$ cat config.mk
export PLATFORM = sky130hd
export DESIGN_NAME = rtpm_ram
export DESIGN_NICKNAME = d
export VERILOG_FILES = /design/src/rtl/core/render_target_pool_manager_defines.svh /design/src/rtl/core/rtpm_ram.sv
export SDC_FILE = /design/constraint.sdc
export NUM_CORES = 1
export LEC_CHECK = 0
export ABC_AREA = 1
export BUFFER_PORTS_ARGS = -buffer_cell sky130_fd_sc_hd__clkbuf_2
export CORE_ASPECT_RATIO = 0.5
export CORE_MARGIN = 3
export CORE_UTILIZATION = 50
export DETAILED_ROUTE_END_ITERATION = 10
export PLACE_DENSITY = 0.66
export SETUP_SLACK_MARGIN = 0.4
export SYNTH_ARGS = -nofsm -noshare
export SYNTH_HDL_FRONTEND = slang
export SYNTH_SLANG_ARGS = --single-unit
$ cat constraint.sdc
create_clock -name aclk -period 3.9 [get_ports aclk]
set_input_delay 1.17 -clock aclk [delete_from_list [all_inputs] [get_ports aclk]]
set_output_delay 1.17 -clock aclk [all_outputs]
set_load 0.01 [all_outputs]
$ cat src/rtl/core/render_target_pool_manager_defines.svh
// ----------------------------------------------------------------------------
// render target pool manager assertion macros
// shared concurrent assertion forms for the pool manager rtl
// ----------------------------------------------------------------------------
`ifndef RENDER_TARGET_POOL_MANAGER_DEFINES_SVH
`define RENDER_TARGET_POOL_MANAGER_DEFINES_SVH

// condition must hold at every clock edge out of reset
`define RTPM_ASSERT_ALWAYS(label, clk, rst_n, cond) \
    label: assert property (@(posedge clk) disable iff (!rst_n) (cond)) \
        else $error("rtpm invariant violated");

// consequent must hold in the cycle after the antecedent
`define RTPM_ASSERT_NEXT(label, clk, rst_n, ante, cons) \
    label: assert property (@(posedge clk) disable iff (!rst_n) (ante) |=> (cons)) \
        else $error("rtpm sequence violated");

`endif

$ cat src/rtl/core/rtpm_ram.sv
// ----------------------------------------------------------------------------
// rtpm_ram
// generic simple dual port ram, one write port, one registered read port
// ----------------------------------------------------------------------------
module rtpm_ram #(
    parameter int WIDTH = 8,
    parameter int DEPTH = 32,
    localparam int AW = (DEPTH > 1) ? $clog2(DEPTH) : 1
) (
    input  logic             aclk,
    input  logic             we,
    input  logic [AW-1:0]    waddr,
    input  logic [WIDTH-1:0] wdata,
    input  logic [AW-1:0]    raddr,
    output logic [WIDTH-1:0] rdata
);

    logic [WIDTH-1:0] mem [DEPTH];

    always_ff @(posedge aclk) begin
        if (we) begin
            mem[waddr] <= wdata;
        end
        rdata <= mem[raddr];
    end

endmodule

==> results.py, run 1 <==
metrics = {
    "logic_synthesis": {
        "netlist_area_mm2": 0.01079,
        "postSynthCellCount": 922,
        "ys_types": 12,
        "yosysSeqAreaShare_pct": 72.75,
        "postSynthNetCount": 942,
        "syn_area_per_cell_um2": 11.70,
        "synth_warnings": 0,
        "synth-seq-cells": 264,
    },
    "timing": {
        "max-slew-margin-rel_pct": 42.32,
        "rsz0062_at_grt": "no",
        "fmax_mhz": 406.3,
        "post-route-min-period_ns": 2.461,
        "worst_pin_slew_ns": 0.8652,
        "fin_skew_ns": 0.01241,
        "fin_hold_ws_ns": 0.7683,
        "fin_crit_sh_pct": 63.11,
        "slew_violations": 0,
        "setup_viol": 0,
        "fin_ws_ns": 1.439,
        "tns_ns": 0,
        "hold_viol_final": 0,
    },
    "critical_path": {
        "cp_data_required_time_ns": 4.04,
        "r2r_slack_ns": 2.70,
        "startpoint": "waddr[0]",
        "cp.arrival_ns": 2.60,
        "critPathLaunchType": "primary input",
        "reg2reg_to": "rdata[1]$_DFF_P_",
        "critPathCapture": "mem[2][2]$_DFFE_PP_",
        "crit_type": "primary input to flip-flop",
        "r2r.worst_path.cells": 8,
        "endpoint_kind": "flip-flop",
        "timing.rr.start": "mem[28][1]$_DFFE_PP_",
        "worstPathMaxFanout": 8,
    },
    "drt": {
        "avgViaCountPerCell": 5.518,
        "postRouteAntennaNets": 0,
        "dr_total_vias": 6870,
        "drt_iter0_drc": 668,
        "drtPass1Iterations": 5,
        "drc": 0,
        "wl_per_cell_um": 19.60,
        "routed_wl_um": 24410,
    },
    "floorplanning": {
        "die_height_um": 109.9,
        "rows": 37,
        "io_pins": 28,
        "die-area_mm2": 0.02348,
        "die_x_um": 213.7,
        "coreArea_mm2": 0.02088,
        "start_util_pct": 51.66,
    },
    "clock_network": {
        "clkTransAtPathRegs_ns": 0.06,
        "cts-root-buf": "clkbuf_16",
        "clk_latency_ns": 0.52,
        "post_cts_buffers": 0,
        "cts_buffers": 24,
        "cts.hold.buffers_added": 0,
        "h-tree-depth": 1,
        "cts.repair.resized": 0,
        "cts_tree": "yes",
        "clock_path_buffers": 3,
        "cts_sinks": 264,
    },
    "pwr": {
        "p_leak_uw": 0.004363,
        "p_per_area_mw_per_mm2": 509.9,
        "max-vdd-ir-drop_mv": 0.2998,
        "totalPowerFinal_uw": 6045,
    },
    "job": {
        "drv_cap": 0,
    },
    "global_route": {
        "use_met1_pct": 30.99,
        "use_met2_pct": 33.29,
        "grt_pass1_wl_um": 37310,
        "use_met3_pct": 4.390,
        "antenna_found_initial": 0,
        "top_usage_layer": "met2",
        "overflow": 0,
        "grt_pass1_vias": 6448,
        "grtUsageTotal_pct": 21.38,
        "grt_max_degree": 129,
    },
    "cells_and_area": {
        "nets": 955,
        "syn2layout_area_growth_pct": 9.906,
        "fin_area_mm2": 0.01186,
        "antenna_cells": 0,
        "drive_gt1_share_pct": 8.290,
    },
    "placement": {
        "dpl_cell_area_mm2": 0.01101,
        "gp_congestion": 0.8465,
        "dp_hpwl_um": 14100,
        "post-place-ws_ns": 0.9604,
        "port_buffers": 27,
    },
    "run_status": {
        "status": "completed",
    },
    "worst_hold_path": {
        "hold_class": "flip-flop to flip-flop",
    },
}
cell families (layout without fill, tap and decap cells):
group,after synthesis,in the layout,synth area share (%)
AND/OR/NAND/NOR,596,596,23.11
flip-flops,264,264,72.75
buffers and inverters,62,93,4.141
worst min path at each step:
stage | start | endpoint | slack [ns] | cells after the start
after global placement | mem[6][5]$_DFFE_PP_ | rdata[5]$_DFF_P_ | 0.74 | 8
final | mem[6][5]$_DFFE_PP_ | rdata[5]$_DFF_P_ | 0.77 | 8
after global routing | mem[6][4]$_DFFE_PP_ | rdata[4]$_DFF_P_ | 0.86 | 8
after floorplan | mem[10][0]$_DFFE_PP_ | rdata[0]$_DFF_P_ | 0.69 | 8
after CTS | mem[6][1]$_DFFE_PP_ | rdata[1]$_DFF_P_ | 0.78 | 8
after detailed placement | mem[6][1]$_DFFE_PP_ | rdata[1]$_DFF_P_ | 0.75 | 8
cells in the final DEF, fill, tap and decap left out:
master and instances:
bufinv_16 5, buf_12 3, clkbuf_1 1, edfxtp_1 256, inv_1 8, nor2_1 32
clkinvlp_4 3, dfxtp_1 8, nand3_1 204, clkbuf_2 26, clkbuf_16 25, clkinv_2 6
clkinv_1 5, inv_2 1, nand2_1 360, buf_4 10
cells in the mapped netlist:
library cell	instances	share of area [%]
inv_2	2	0.070
clkbuf_1	7	0.24
nand3_1	204	9.5
buf_2	15	0.70
inv_1	8	0.28
nand2_1	360	13
edfxtp_1	256	71
buf_1	2	0.070
nor2_1	32	1.1
dfxtp_1	8	1.5
buf_6	24	2.5
buf_4	4	0.28
power by group:
part | switching [uW] | internal, uW
clock | 1010 | 1500
sequential | 13.2 | 3150
combinational | 274 | 93.6
final cells by class:
class                           count  area (um2)
Fill cell                        1702        9024
Clock buffer                       26       629.4
Clock inverter                     18       216.5
Multi-Input combinational cell    596        2492
Timing Repair Buffer               39       265.3
Tap cell                          292       365.4
Sequential cell                   264        7848
Inverter                           10       38.79
layer usage:
layer / vias up / wire [um]
met3: 43 / 2097
met5: - / 0
met2: 279 / 11090
li1: 3225 / -
met4: 0 / 483
met1: 3323 / 10730
state kept, by name, indices dropped and copies added, names as in the netlist:
name	flops
rdata	8
mem	256
metrics by stage:
| stage | std cells | util, % |
|---|---|---|
| floorplan | 922 | - |
| global placement | 1201 | 52.73 |
| detailed placement | 1201 | 52.73 |
| CTS | 1245 | 56.78 |
| global route | 1245 | 56.78 |
| finish | 1245 | 56.78 |
worst max-delay path: stages:
cell and delay, ns:
clkbuf_2 0.11, inv_1 0.07, nand3_1 0.47, nor2_1 0.78
Power figures use the tool's default switching activity.
==> inputs of run 2 (changes only) <==
--- a/config.mk
+++ b/config.mk
@@ -11,7 +11,7 @@
 export CORE_MARGIN = 3
 export CORE_UTILIZATION = 50
 export DETAILED_ROUTE_END_ITERATION = 10
-export PLACE_DENSITY = 0.66
+export PLACE_DENSITY = 0.69
 export SETUP_SLACK_MARGIN = 0.4
 export SYNTH_ARGS = -nofsm -noshare
 export SYNTH_HDL_FRONTEND = slang
==> constraint.sdc (replaced) <==
create_clock -name aclk -period 2.2 [get_ports aclk]
set_input_delay 0.66 -clock aclk [delete_from_list [all_inputs] [get_ports aclk]]
set_output_delay 0.66 -clock aclk [all_outputs]
set_load 0.01 [all_outputs]
==> run 2 against run 1 <==
Core utilization grew 1.6 points; setup slack lost 0.98 ns; worst hold slack lost 0.25 ns; clock-buffer cell count grew 9; combinational power grew 93%; clock skew shrank 0.0033 ns; global-route usage grew 1.5 points; cell count grew 3.6%; sequential power grew 77%; non-clock buffer count grew 45; critical path depth shrank 3; highest routed layer unchanged.
==> results.py, run 2 (same netlist as run 1, synthesis figures left out) <==
metrics = {
    "pwr": {
        "max-vdd-ir-drop_mv": 0.5358,
        "p_per_area_mw_per_mm2": 854.4,
        "totalPowerFinal_uw": 10420,
        "p_leak_uw": 0.004600,
    },
    "drt": {
        "postRouteAntennaNets": 0,
        "drc": 0,
        "wl_per_cell_um": 20.12,
        "routed_wl_um": 25950,
        "drtPass1Iterations": 5,
        "drt_iter0_drc": 939,
        "dr_total_vias": 7135,
        "avgViaCountPerCell": 5.531,
    },
    "floorplanning": {
        "io_pins": 28,
        "die_x_um": 213.7,
        "die_height_um": 109.9,
        "die-area_mm2": 0.02348,
        "rows": 37,
        "coreArea_mm2": 0.02088,
        "start_util_pct": 51.66,
    },
    "timing": {
        "worst_pin_slew_ns": 0.7812,
        "fmax_mhz": 575.4,
        "fin_crit_sh_pct": 78.99,
        "fin_hold_ws_ns": 0.5189,
        "post-route-min-period_ns": 1.738,
        "slew_violations": 0,
        "setup_viol": 0,
        "fin_skew_ns": 0.009140,
        "max-slew-margin-rel_pct": 47.92,
        "hold_viol_final": 0,
        "tns_ns": 0,
        "rsz0062_at_grt": "no",
    },
    "global_route": {
        "grtUsageTotal_pct": 22.85,
        "antenna_found_initial": 0,
        "grt_max_degree": 76,
        "overflow": 0,
        "grt_pass1_vias": 6858,
        "grt_pass1_wl_um": 39980,
    },
    "critical_path": {
        "endpoint_kind": "output pin",
        "cp_slowest_cell": "dfxtp_1",
        "cp.arrival_ns": 1.08,
        "worst-path-buf-inv": 1,
        "path_cells": "clkbuf_2",
        "critPathTopFamily": "flip-flops",
        "crit_type": "flip-flop to output pin",
        "cp_data_required_time_ns": 1.54,
        "worstPathMaxFanout": 1,
        "critPathLaunchType": "flip-flop",
        "crit_path_max_incr_delay_ns": 0.41,
    },
    "clock_network": {
        "cts.repair.resized": 0,
        "cts.hold.buffers_added": 0,
        "post_cts_buffers": 0,
        "cts_sinks": 264,
        "h-tree-depth": 1,
        "clk_latency_ns": 0.52,
        "clock_path_buffers": 3,
        "cts_tree": "yes",
        "clkTransAtPathRegs_ns": 0.07,
        "cts_buffers": 24,
        "cts-root-buf": "clkbuf_16",
    },
    "cells_and_area": {
        "mostFrequentLayoutCell": "nand2_1",
        "final_cell_mix": "360 x nand2_1, 256 x edfxtp_1, 204 x nand3_1",
        "largest_reg_flops": 256,
        "regMostFlops": "mem",
        "syn2layout_area_growth_pct": 13.07,
        "antenna_cells": 0,
        "fillers": 1655,
        "nets": 1000,
        "drive_gt1_share_pct": 12.32,
        "top_regs": "mem (256), rdata (8)",
    },
    "job": {
        "drv_cap": 0,
    },
    "worst_hold_path": {
        "hold_class": "primary input to flip-flop",
    },
    "placement": {
        "port_buffers": 27,
        "gp_congestion": 0.8485,
        "dp_hpwl_um": 15300,
    },
    "run_status": {
        "status": "completed",
    },
}
## run 2: cell types whose count changed in the layout (fill, tap and decap cells not counted), sizes merged
cell	before	now
clkinvlp	3	1
clkinv	11	8
clkbuf	52	61
bufinv	5	1
buf	13	58
## run 2: final cells by class
type                    instances  area [um2]  area share, %
flip-flops and latches        264        7848          64.34
repair buffers                 84       678.2          5.560
clock inverters                 9       71.32         0.5847
inverters                      10       38.79         0.3180
multi-input cells             596        2492          20.43
clock buffers                  35       703.2          5.765
well taps                     292       365.4          2.995
## run 2: where the power goes
group / switching, uW / internal (uW)
clock network: 1760 / 2340
registers: 27.9 / 5590
logic: 506 / 204
total: 2290 / 8130
## run 2: final timing paths
kind / slack, ns / from / depth (start not counted) / end
setup / recovery: 0.46 / rdata[3]$_DFF_P_ / 1 / rdata[3]
hold / removal: 0.52 / raddr[4] / 3 / rdata[2]$_DFF_P_
setup reg to reg: 1.02 / mem[7][3]$_DFFE_PP_ / 8 / rdata[3]$_DFF_P_
hold reg to reg: 0.78 / mem[2][4]$_DFFE_PP_ / 8 / rdata[4]$_DFF_P_
## run 2: layer usage
layer | vias up | share of wire [%] | GRT usage, %
met2 | 311 | 48 | 38.30
met1 | 3473 | 42 | 32.82
met4 | 0 | 1.7 | 4.616
met3 | 36 | 7.9 | 2.822
met5 | - | 0 | 0
li1 | 3315 | - | -
## run 2: metrics by stage
| stage | setup WS [ns] | std cells | utilization [%] | cell area, um2 |
|---|---|---|---|---|
| 5_1_grt | 0.4337 | 1290 | 58.42 | 12200 |
| 2_1_floorplan | 0.5060 | 922 | - | 10790 |
| 3_3_place_gp | 0.1646 | 1246 | 54.71 | 11420 |
| 6_report | 0.4622 | 1290 | 58.42 | 12200 |
| 3_5_place_dp | 0.1555 | 1246 | 54.71 | 11420 |
| 4_1_cts | 0.4596 | 1290 | 58.42 | 12200 |
==> inputs of run 3 (changes only) <==
--- a/config.mk
+++ b/config.mk
@@ -5,13 +5,13 @@
 export SDC_FILE = /design/constraint.sdc
 export NUM_CORES = 1
 export LEC_CHECK = 0
-export ABC_AREA = 1
+export ABC_AREA = 0
 export BUFFER_PORTS_ARGS = -buffer_cell sky130_fd_sc_hd__clkbuf_2
 export CORE_ASPECT_RATIO = 0.5
 export CORE_MARGIN = 3
 export CORE_UTILIZATION = 50
 export DETAILED_ROUTE_END_ITERATION = 10
-export PLACE_DENSITY = 0.69
+export PLACE_DENSITY = 0.66
 export SETUP_SLACK_MARGIN = 0.4
 export SYNTH_ARGS = -nofsm -noshare
 export SYNTH_HDL_FRONTEND = slang
==> constraint.sdc (replaced) <==
create_clock -name aclk -period 1.6 [get_ports aclk]
set_input_delay 0.48 -clock aclk [delete_from_list [all_inputs] [get_ports aclk]]
set_output_delay 0.48 -clock aclk [all_outputs]
set_load 0.01 [all_outputs]
==> run 3 against run 2 <==
The run now ends with setup timing left; design area is 2.2% higher; synthesized cell count down 55%; global-route usage shrank 1.3 points; sequential power up 38%; critical path type is now flip-flop to flip-flop; sequential share of layout area shrank 1.3 points; clock power is 26% higher; flip-flop and latch count is the same; synthesized area is 6.8% lower; register-to-register slack got worse by 1.3 ns; highest routed layer unchanged.
==> results.py, run 3 <==
metrics = {
    "critical_path": {
        "endpoint_kind": "flip-flop",
        "timing.rr.start": "mem[29][4]$_DFFE_PP_",
        "r2r.worst_path.cells": 3,
        "r2r_slack_ns": -0.28,
        "cp.arrival_ns": 2.27,
        "worstPathMaxFanout": 1,
        "cp_data_required_time_ns": 1.99,
        "reg2reg_to": "rdata[4]$_DFF_P_",
        "crit_type": "flip-flop to flip-flop",
        "critPathLaunchType": "flip-flop",
    },
    "timing": {
        "slew_violations": 0,
        "post-route-min-period_ns": 1.882,
        "worst_pin_slew_ns": 0.7210,
        "fin_ws_ns": -0.2817,
        "fin_hold_ws_ns": 0.4003,
        "hold_viol_final": 0,
        "fin_skew_ns": 0.01137,
        "fin_crit_sh_pct": 117.6,
        "fmax_mhz": 531.4,
        "max-slew-margin-rel_pct": 51.93,
        "setup_viol": 8,
        "rsz0062_at_grt": "yes",
    },
    "worst_hold_path": {
        "hold_class": "primary input to flip-flop",
        "hold_depth": 2,
        "min_to": "mem[21][0]$_DFFE_PP_",
        "hp-start": "wdata[0]",
    },
    "floorplanning": {
        "rows": 35,
        "die_x_um": 206.5,
        "die-area_mm2": 0.02195,
        "die_height_um": 106.3,
        "io_pins": 28,
        "start_util_pct": 52.78,
        "coreArea_mm2": 0.01905,
    },
    "global_route": {
        "grt_pass1_vias": 5067,
        "antenna_found_initial": 1,
        "grt_pass1_wl_um": 33550,
        "grt_max_degree": 35,
        "overflow": 0,
        "grtUsageTotal_pct": 21.54,
    },
    "cells_and_area": {
        "top_regs": "mem (256), rdata (8)",
        "nets": 525,
        "fillers": 1170,
        "multiInputGateArea_mm2": 0.002396,
        "final-seq-area_mm2": 0.007866,
        "fin_cells": 779,
        "regMostFlops": "mem",
        "syn2layout_area_growth_pct": 24.02,
        "drive_gt1_share_pct": 47.69,
        "largest_reg_flops": 256,
        "mostFrequentLayoutCell": "edfxtp_1",
        "final_cell_mix": "256 x edfxtp_1, 80 x mux4_2, 33 x nor2_4",
        "antenna_cells": 0,
    },
    "logic_synthesis": {
        "synth_top_cells_by_area": "edfxtp_1 76%, mux4_2 18%, dfxtp_1 1.6%",
        "netlist_area_mm2": 0.01005,
        "ys_dominant_reg_cell": "edfxtp_1",
        "postSynthCellCount": 417,
        "yosysTopAreaCell": "edfxtp_1",
        "synthArstFlopShare_pct": 0,
        "synth_warnings": 0,
        "synth_common_cells": "256 x edfxtp_1, 80 x mux4_2, 33 x nor2_1",
        "postSynthNetCount": 437,
        "synth-seq-cells": 264,
        "syn_area_per_cell_um2": 24.11,
        "synth_top_area_share_pct": 76.47,
        "synth.most_common_cell": "edfxtp_1",
        "ys_types": 15,
        "yosysSeqAreaShare_pct": 78.06,
        "synth-edff-count": 256,
    },
    "drt": {
        "drt_iter0_drc": 477,
        "drtPass1Iterations": 5,
        "drc": 0,
        "routed_wl_um": 22380,
        "dr_total_vias": 4691,
        "postRouteAntennaNets": 0,
        "avgViaCountPerCell": 6.022,
        "wl_per_cell_um": 28.72,
    },
    "run_status": {
        "status": "complete, but fails checks",
        "violations": "setup timing",
    },
    "job": {
        "drv_cap": 0,
    },
    "clock_network": {
        "clock_path_buffers": 3,
        "cts_buffers": 23,
        "cts-root-buf": "clkbuf_16",
        "clk_latency_ns": 0.50,
        "cts_sinks": 264,
        "cts_tree": "yes",
        "clkTransAtPathRegs_ns": 0.07,
        "h-tree-depth": 1,
    },
    "placement": {
        "dp.cells": 707,
        "gp_congestion": 0.8116,
        "port_buffers": 27,
        "dp_hpwl_um": 13930,
    },
    "pwr": {
        "max-vdd-ir-drop_mv": 0.6768,
        "totalPowerFinal_uw": 13940,
        "p_leak_uw": 0.003919,
        "p_per_area_mw_per_mm2": 1118,
    },
}
-- run 3: repair_timing --
| action | in CTS | in global routing |
|---|---|---|
| resized for setup | 30 | 26 |
| setup buffers | 25 | 3 |
| pin swaps | 23 | 17 |
| setup endpoints to repair | 192 | 194 |
| hold endpoints to repair | 0 | 0 |
| hold buffers | 0 | 0 |
| cloned | 4 | 0 |
-- run 3: critical path, cell delays in order, from the launching register on --
cell and delay, ns:
edfxtp_1 0.38, mux4_2 0.51, mux4_2 0.58, mux2_4 0.29
-- run 3: area by class of cell --
cell class	instances	share of cell area, %
Sequential cell	264	63.09
Multi-Input combinational cell	133	19.22
Timing Repair Buffer	83	9.584
Clock buffer	32	4.967
Tap cell	259	2.599
Clock inverter	8	0.5419
-- run 3: worst max-delay path by stage --
stage / slack, ns / startpoint / end
6_report: -0.28 / mem[29][4]$_DFFE_PP_ / rdata[4]$_DFF_P_
5_1_grt: -0.32 / mem[29][4]$_DFFE_PP_ / rdata[4]$_DFF_P_
4_1_cts: -0.29 / mem[29][4]$_DFFE_PP_ / rdata[4]$_DFF_P_
3_5_place_dp: -0.81 / raddr[0] / rdata[4]$_DFF_P_
3_3_place_gp: -0.81 / raddr[0] / rdata[4]$_DFF_P_
2_1_floorplan: -0.48 / raddr[0] / rdata[0]$_DFF_P_
-- run 3: cell families (layout without fill, tap and decap cells) --
group         Yosys count  count (layout)  synth area share, %
simple gates           45              45                2.066
flops                 264             264                78.06
buf+inv                20             123                1.058
mux                    88              88                18.82
-- run 3: stage by stage --
step / instance area (um2) / setup slack (ns) / util, % / TNS (ns)
finish: 12470 / -0.2817 / 65.45 / -1.780
detailed placement: 11070 / -0.8087 / 58.11 / -43.36
floorplan: 10470 / -0.4771 / - / -24.83
CTS: 12360 / -0.2851 / 64.91 / -1.801
global route: 12470 / -0.3235 / 65.45 / -2.015
global placement: 11070 / -0.8114 / 58.11 / -35.74
-- run 3: routing by layer --
metal | vias up | wire, um | track usage (%) | part of all wire, %
li1 | 1959 | - | - | -
met1 | 2524 | 9290 | 30.54 | 42
met2 | 182 | 10920 | 34.21 | 49
met3 | 26 | 1758 | 5.720 | 7.9
met4 | 0 | 406 | 4.838 | 1.8
met5 | - | 0 | 0 | 0
-- run 3: report_power, final --
part,switching (uW),total (uW),internal (uW)
registers,49.9,7740,7690
clock network,2320,5180,2870
logic,504,1010,507
